`src/hdl/row_edge_peak_detector_defines.svh`:
```
// assertion macros shared by the row edge peak detector modules
// expects a clock named clk and a reset named rst in the using module
`ifndef ROW_EDGE_PEAK_DETECTOR_DEFINES_SVH
`define ROW_EDGE_PEAK_DETECTOR_DEFINES_SVH

// checked only outside reset
`define REP_ASSERT(lbl, prop, msg) \
  lbl: assert property (@(posedge clk) disable iff (rst) prop) else $error(msg);

// checked at every edge, reset included
`define REP_ASSERT_ALWAYS(lbl, prop, msg) \
  lbl: assert property (@(posedge clk) prop) else $error(msg);

`endif

```
`src/hdl/rep_pkg.sv`:
```
// shared types, widths and codes of the row edge peak detector
// no dependencies
`timescale 1ns / 1ps
`default_nettype none
package rep_pkg;
  localparam int MAX_WIDTH = 512;
  localparam int ADDR_W = $clog2(MAX_WIDTH);
  localparam int CNT_W = ADDR_W + 1;
  localparam int PIX_W = 8;
  localparam int COL_W = 9;
  localparam int RW_W = 10;
  localparam int RAD_W = 6;
  localparam int PCT_W = 8;
  localparam int MEAN_W = 8;
  localparam int PS_W = PIX_W + ADDR_W;
  localparam int PK_W = 11;
  localparam int SUM_W = PK_W + ADDR_W;
  localparam int PROD_W = PK_W + PCT_W;
  localparam int DIV_W = (SUM_W > PROD_W) ? SUM_W : PROD_W;
  localparam int DVS_W = (CNT_W > 7) ? CNT_W : 7;
  localparam int PCT_SCALE = 100;
  // ceil(2^26 / 100): exact quotient for every product below 2^19
  localparam int PCT_SHIFT = 26;
  localparam int PCT_RECIP = 671089;
  localparam int PCT_MUL_W = PROD_W + 20;
  localparam int EDGE_MARGIN = 4;

  localparam logic REQ_PUSH = 1'b0;
  localparam logic REQ_READ = 1'b1;

  localparam logic [1:0] CFG_ROW_WIDTH = 2'd0;
  localparam logic [1:0] CFG_RADIUS = 2'd1;
  localparam logic [1:0] CFG_PERCENT = 2'd2;

  typedef struct packed {
    logic             is_read;
    logic [PIX_W-1:0] pixel;
    logic [COL_W-1:0] column;
  } rep_cmd_t;

  typedef struct packed {
    logic     valid;
    rep_cmd_t cmd;
  } rep_head_t;

  typedef struct packed {
    logic [CNT_W-1:0] width;
    logic [RAD_W-1:0] radius;
    logic [PCT_W-1:0] percent;
  } rep_cfg_t;
endpackage
`default_nettype wire

```
`src/hdl/rep_front.sv`:
```
// front end: takes commands and holds them in a two-entry queue
// depends on rep_pkg and the assertion macro header
`timescale 1ns / 1ps
`default_nettype none
`include "row_edge_peak_detector_defines.svh"
module rep_front import rep_pkg::*; (
  input  wire logic      clk,
  input  wire logic      rst,
  input  wire logic      start,
  output logic           busy,
  input  wire logic      req_type,
  input  wire logic [PIX_W-1:0] pixel,
  input  wire logic [COL_W-1:0] column,
  input  wire logic      pop,
  output rep_head_t      head
);
  rep_cmd_t   slots [2];
  logic       wp;
  logic       rp;
  logic [1:0] count;
  logic       push;

  assign busy = (count == 2'd2);
  assign push = start && !busy;
  assign head.valid = (count != 2'd0);
  assign head.cmd = slots[rp];

  always_ff @(posedge clk) begin
    if (push) begin
      slots[wp] <= '{is_read: (req_type == REQ_READ), pixel: pixel, column: column};
    end
    if (rst) begin
      wp <= 1'b0;
      rp <= 1'b0;
      count <= 2'd0;
    end else begin
      if (push) wp <= ~wp;
      if (pop) rp <= ~rp;
      count <= count + {1'b0, push} - {1'b0, pop};
    end
  end

  `REP_ASSERT(a_no_pop_empty, pop |-> count != 2'd0, "pop from empty queue")
  `REP_ASSERT_ALWAYS(a_count_max, rst || count != 2'd3, "queue count overflow")
  `REP_ASSERT(a_push_count, (push && !pop) |=> count == $past(count) + 2'd1,
    "queue count lost a transfer")
endmodule
`default_nettype wire

```
`config.mk`:
```
export PLATFORM = sky130hd
export DESIGN_NAME = rep_front
export DESIGN_NICKNAME = d
export VERILOG_FILES = /design/src/hdl/rep_pkg.sv /design/src/hdl/rep_front.sv
export VERILOG_INCLUDE_DIRS = /design/src /design/src/hdl
export SDC_FILE = /design/constraint.sdc
export NUM_CORES = 1
export LEC_CHECK = 0
export BUFFER_PORTS_ARGS = -buffer_cell sky130_fd_sc_hd__clkbuf_2
export CORE_ASPECT_RATIO = 0.9
export CORE_MARGIN = 2
export CORE_UTILIZATION = 45
export DETAILED_ROUTE_END_ITERATION = 10
export HOLD_SLACK_MARGIN = 0.02
export MAX_ROUTING_LAYER = met4
export PLACE_DENSITY = 0.71
export SLEW_MARGIN = 20
export SYNTH_ARGS = -nofsm -noshare
export SYNTH_HDL_FRONTEND = slang
export SYNTH_SLANG_ARGS = --single-unit
```
`constraint.sdc`:
```
create_clock -name clk -period 1.6 [get_ports clk]
set_input_delay 0.24 -clock clk [delete_from_list [all_inputs] [get_ports clk]]
set_output_delay 0.24 -clock clk [all_outputs]
set_load 0.05 [all_outputs]
```
==> summary.txt <==
Run status
  • Run status: complete, no violations

Power and ir drop
  • LEAKAGE: 0.791 nW
  • P per Cell Area: 1470 mW/mm2
  • Peak VDD IR: 0.856 mV

Timing
  • Max Clock Skew: 6.37 ps
  • Final setup vio count: 0
  • Slew headroom: 70.1%
  • Final period utilization: 97.6%
  • Slew Viols, Final: 0
  • Max Freq: 0.640 GHz
  • Final-report hold violation count: 0
  • Slew @ Worst Pin: 448 ps
  • Minimum clock period after layout: 1560 ps

Final layout
  • Nets: 156
  • Commonest non-fill, non-tap cell in the layout: edfxtp_1
  • Share of layout cells above drive strength 1: 57.9%
  • Layout Utilization: 60.9%
  • Area Overhead vs Synth: 31.7%
  • N_diodes: 0
  • Most frequent cells in the layout: edfxtp_1 (36), clkbuf_2 (23), mux2_2 (18)
  • Final Cell Area: 0.00201 mm2
  • Layout Cells excl Fill: 177

Critical path
  • Setup crit start kind: flip-flop
  • Largest fanout on the critical path: 8
  • Critical Path Sink Type: output pin
  • WS Path Type: reg2out
  • WP data required: 1360 ps
  • Slowest library cell on the worst path: dfxtp_4
  • WP data arrival: 1320 ps
  • Crit path cell chain: buf_6, mux2_2, clkbuf_8
  • CP peak stage delay: 370 ps

Die
  • IO Pins: 42
  • Die ar.: 0.00387 mm2
  • Die Wd: 65.4 um
  • Chip height: 59.3 um
  • Starting density of the core: 46.2%
  • Core area: 0.00330 mm2
  • Site Rows: 20

Placement
  • Routability congestion estimate: 0.650
  • Port bufs: 41
  • DP Wirelength: 1670 um
  • Inst Count DP: 166
  • DP Area: 0.00179 mm2

Detailed routing
  • DRC viols: 0
  • Drt pass-1 iters: 4
  • Avg WL per Cell: 14.1 um
  • First-iteration detailed-routing DRC count: 18
  • Total wire length: 2500 um
  • Vias after detailed routing: 837
  • DR vias/cell: 4.73
  • Final ANT Viol Nets: 0

Global route
  • Global Route Usage Sum: 14.3%
  • First-pass GRT wire length: 3800 um
  • Vias in the first global route: 860
  • GR Overflow Total: 0
  • Initial antenna violation count: 0
  • Largest net degree at the start of global routing: 19

Clocking
  • CTS H-tree depth: 2
  • Clock Latency Late Sink: 280 ps
  • Clk buf depth: 2
  • CTS buffer count: 5
  • Clock Sinks: 41
  • CTS tree: done
  • Clock-pin transition on the worst setup and hold timing paths: 70 ps
  • Root Driver: clkbuf_8

Logic synthesis
  • Post-Syn Area per Cell: 18.8 um2
  • Synth cell types: 19
  • Synthesized net count: 105
  • #FFs+latches synth: 41
  • Cells after Synth: 81
  • Most used DFF post-synth: edfxtp_1
  • Synthesized cell area: 0.00153 mm2
  • Register area share after synthesis: 77.4%
  • Number of synthesized flops with an enable pin: 36
  • Async S/R FF share, synth: 0%
  • Synth Warn #: 0

Hold path
  • Hold Path Class: in2reg

Flow run
  • Max_cap viols: 0
==> registers in the layout, indices dropped and copies added, names as in the netlist, named ones only <==
signal / flops
count: 2
rp: 1
slots: 36
wp: 1
==> path summary, 6_finish.rpt <==
check                  from            to  slack [ps]  cells after the start
setup / recovery  flip-flop       head[6]          40                      3
hold reg to reg          rp            rp         530                      2
hold / removal     pixel[6]  slots[0][15]         150                      1
setup reg to reg   count[0]      count[1]         100                      8
==> worst max-delay path: cells and delay by family (launching register included) <==
kind     cells  cell delay (ps)
mux          1              350
buf+inv      2              320
flops        1              370
==> kinds of logic (layout without fill, tap and decap cells) <==
family          Yosys count  in the layout  share of synthesized area [%]
compound gates            2              2                          0.655
xor+xnor                  3              3                           1.72
fa+ha+maj                 2              2                           1.64
buf+inv                   6             58                           2.05
flops                    41             41                           77.4
mux                      18             18                           13.3
simple gates              9              9                           3.28
==> report_power, final <==
| group | leakage (nW) | internal, W | total (W) | switching (W) |
|---|---|---|---|---|
| Clock | 0.0430 | 0.000293 | 0.000611 | 0.000318 |
| Sequential | 0.378 | 0.00134 | 0.00139 | 0.0000484 |
| Combinational | 0.370 | 0.000350 | 0.000960 | 0.000610 |
| Total | 0.791 | 0.00198 | 0.00296 | 0.000976 |
==> what timing repair did <==
| action | 4_1_cts | 5_1_grt |
|---|---|---|
| setup buffers | 0 | 2 |
| hold buffers | 0 | 0 |
| endpoints found under the setup margin | 16 | 37 |
| resized for setup | 26 | 16 |
| gates cloned | 0 | 1 |
==> synth_stat cells, types with 2 or more instances <==
cell | n | area, um2
edfxtp_1 | 36 | 1080
ha_1 | 2 | 25.0
dfxtp_1 | 5 | 100
xnor2_1 | 2 | 17.5
nor2_1 | 3 | 11.3
mux2_2 | 18 | 203
inv_1 | 3 | 11.3
==> per-stage QoR <==
step	power (W)	hold WS (ps)	setup slack [ps]	setup TNS, ps
floorplan	0.00206	309	83.9	0
global placement	0.00222	434	99.2	0
detailed placement	0.00224	436	54.7	0
CTS	0.00293	139	1.26	0
global route	0.00310	133	-1.42	-1.42
finish	0.00296	145	37.6	0
==> cell type report <==
type | instances | area (um2)
multi-input combinational | 34 | 314
fill | 265 | 1290
inverter | 4 | 18.8
clock buffer | 5 | 68.8
tap | 44 | 55.1
clock inverter | 3 | 12.5
timing repair buffer | 46 | 355
sequential | 41 | 1190
==> metal layers <==
layer	vias to the layer above	GRT usage [%]	routed length [um]
li1	404	-	-
met1	401	16.7	1090
met2	28	23.0	1240
met3	4	4.56	143
met4	0	6.25	28
met5	-	-	0
(Power assumes the default switching activity.)
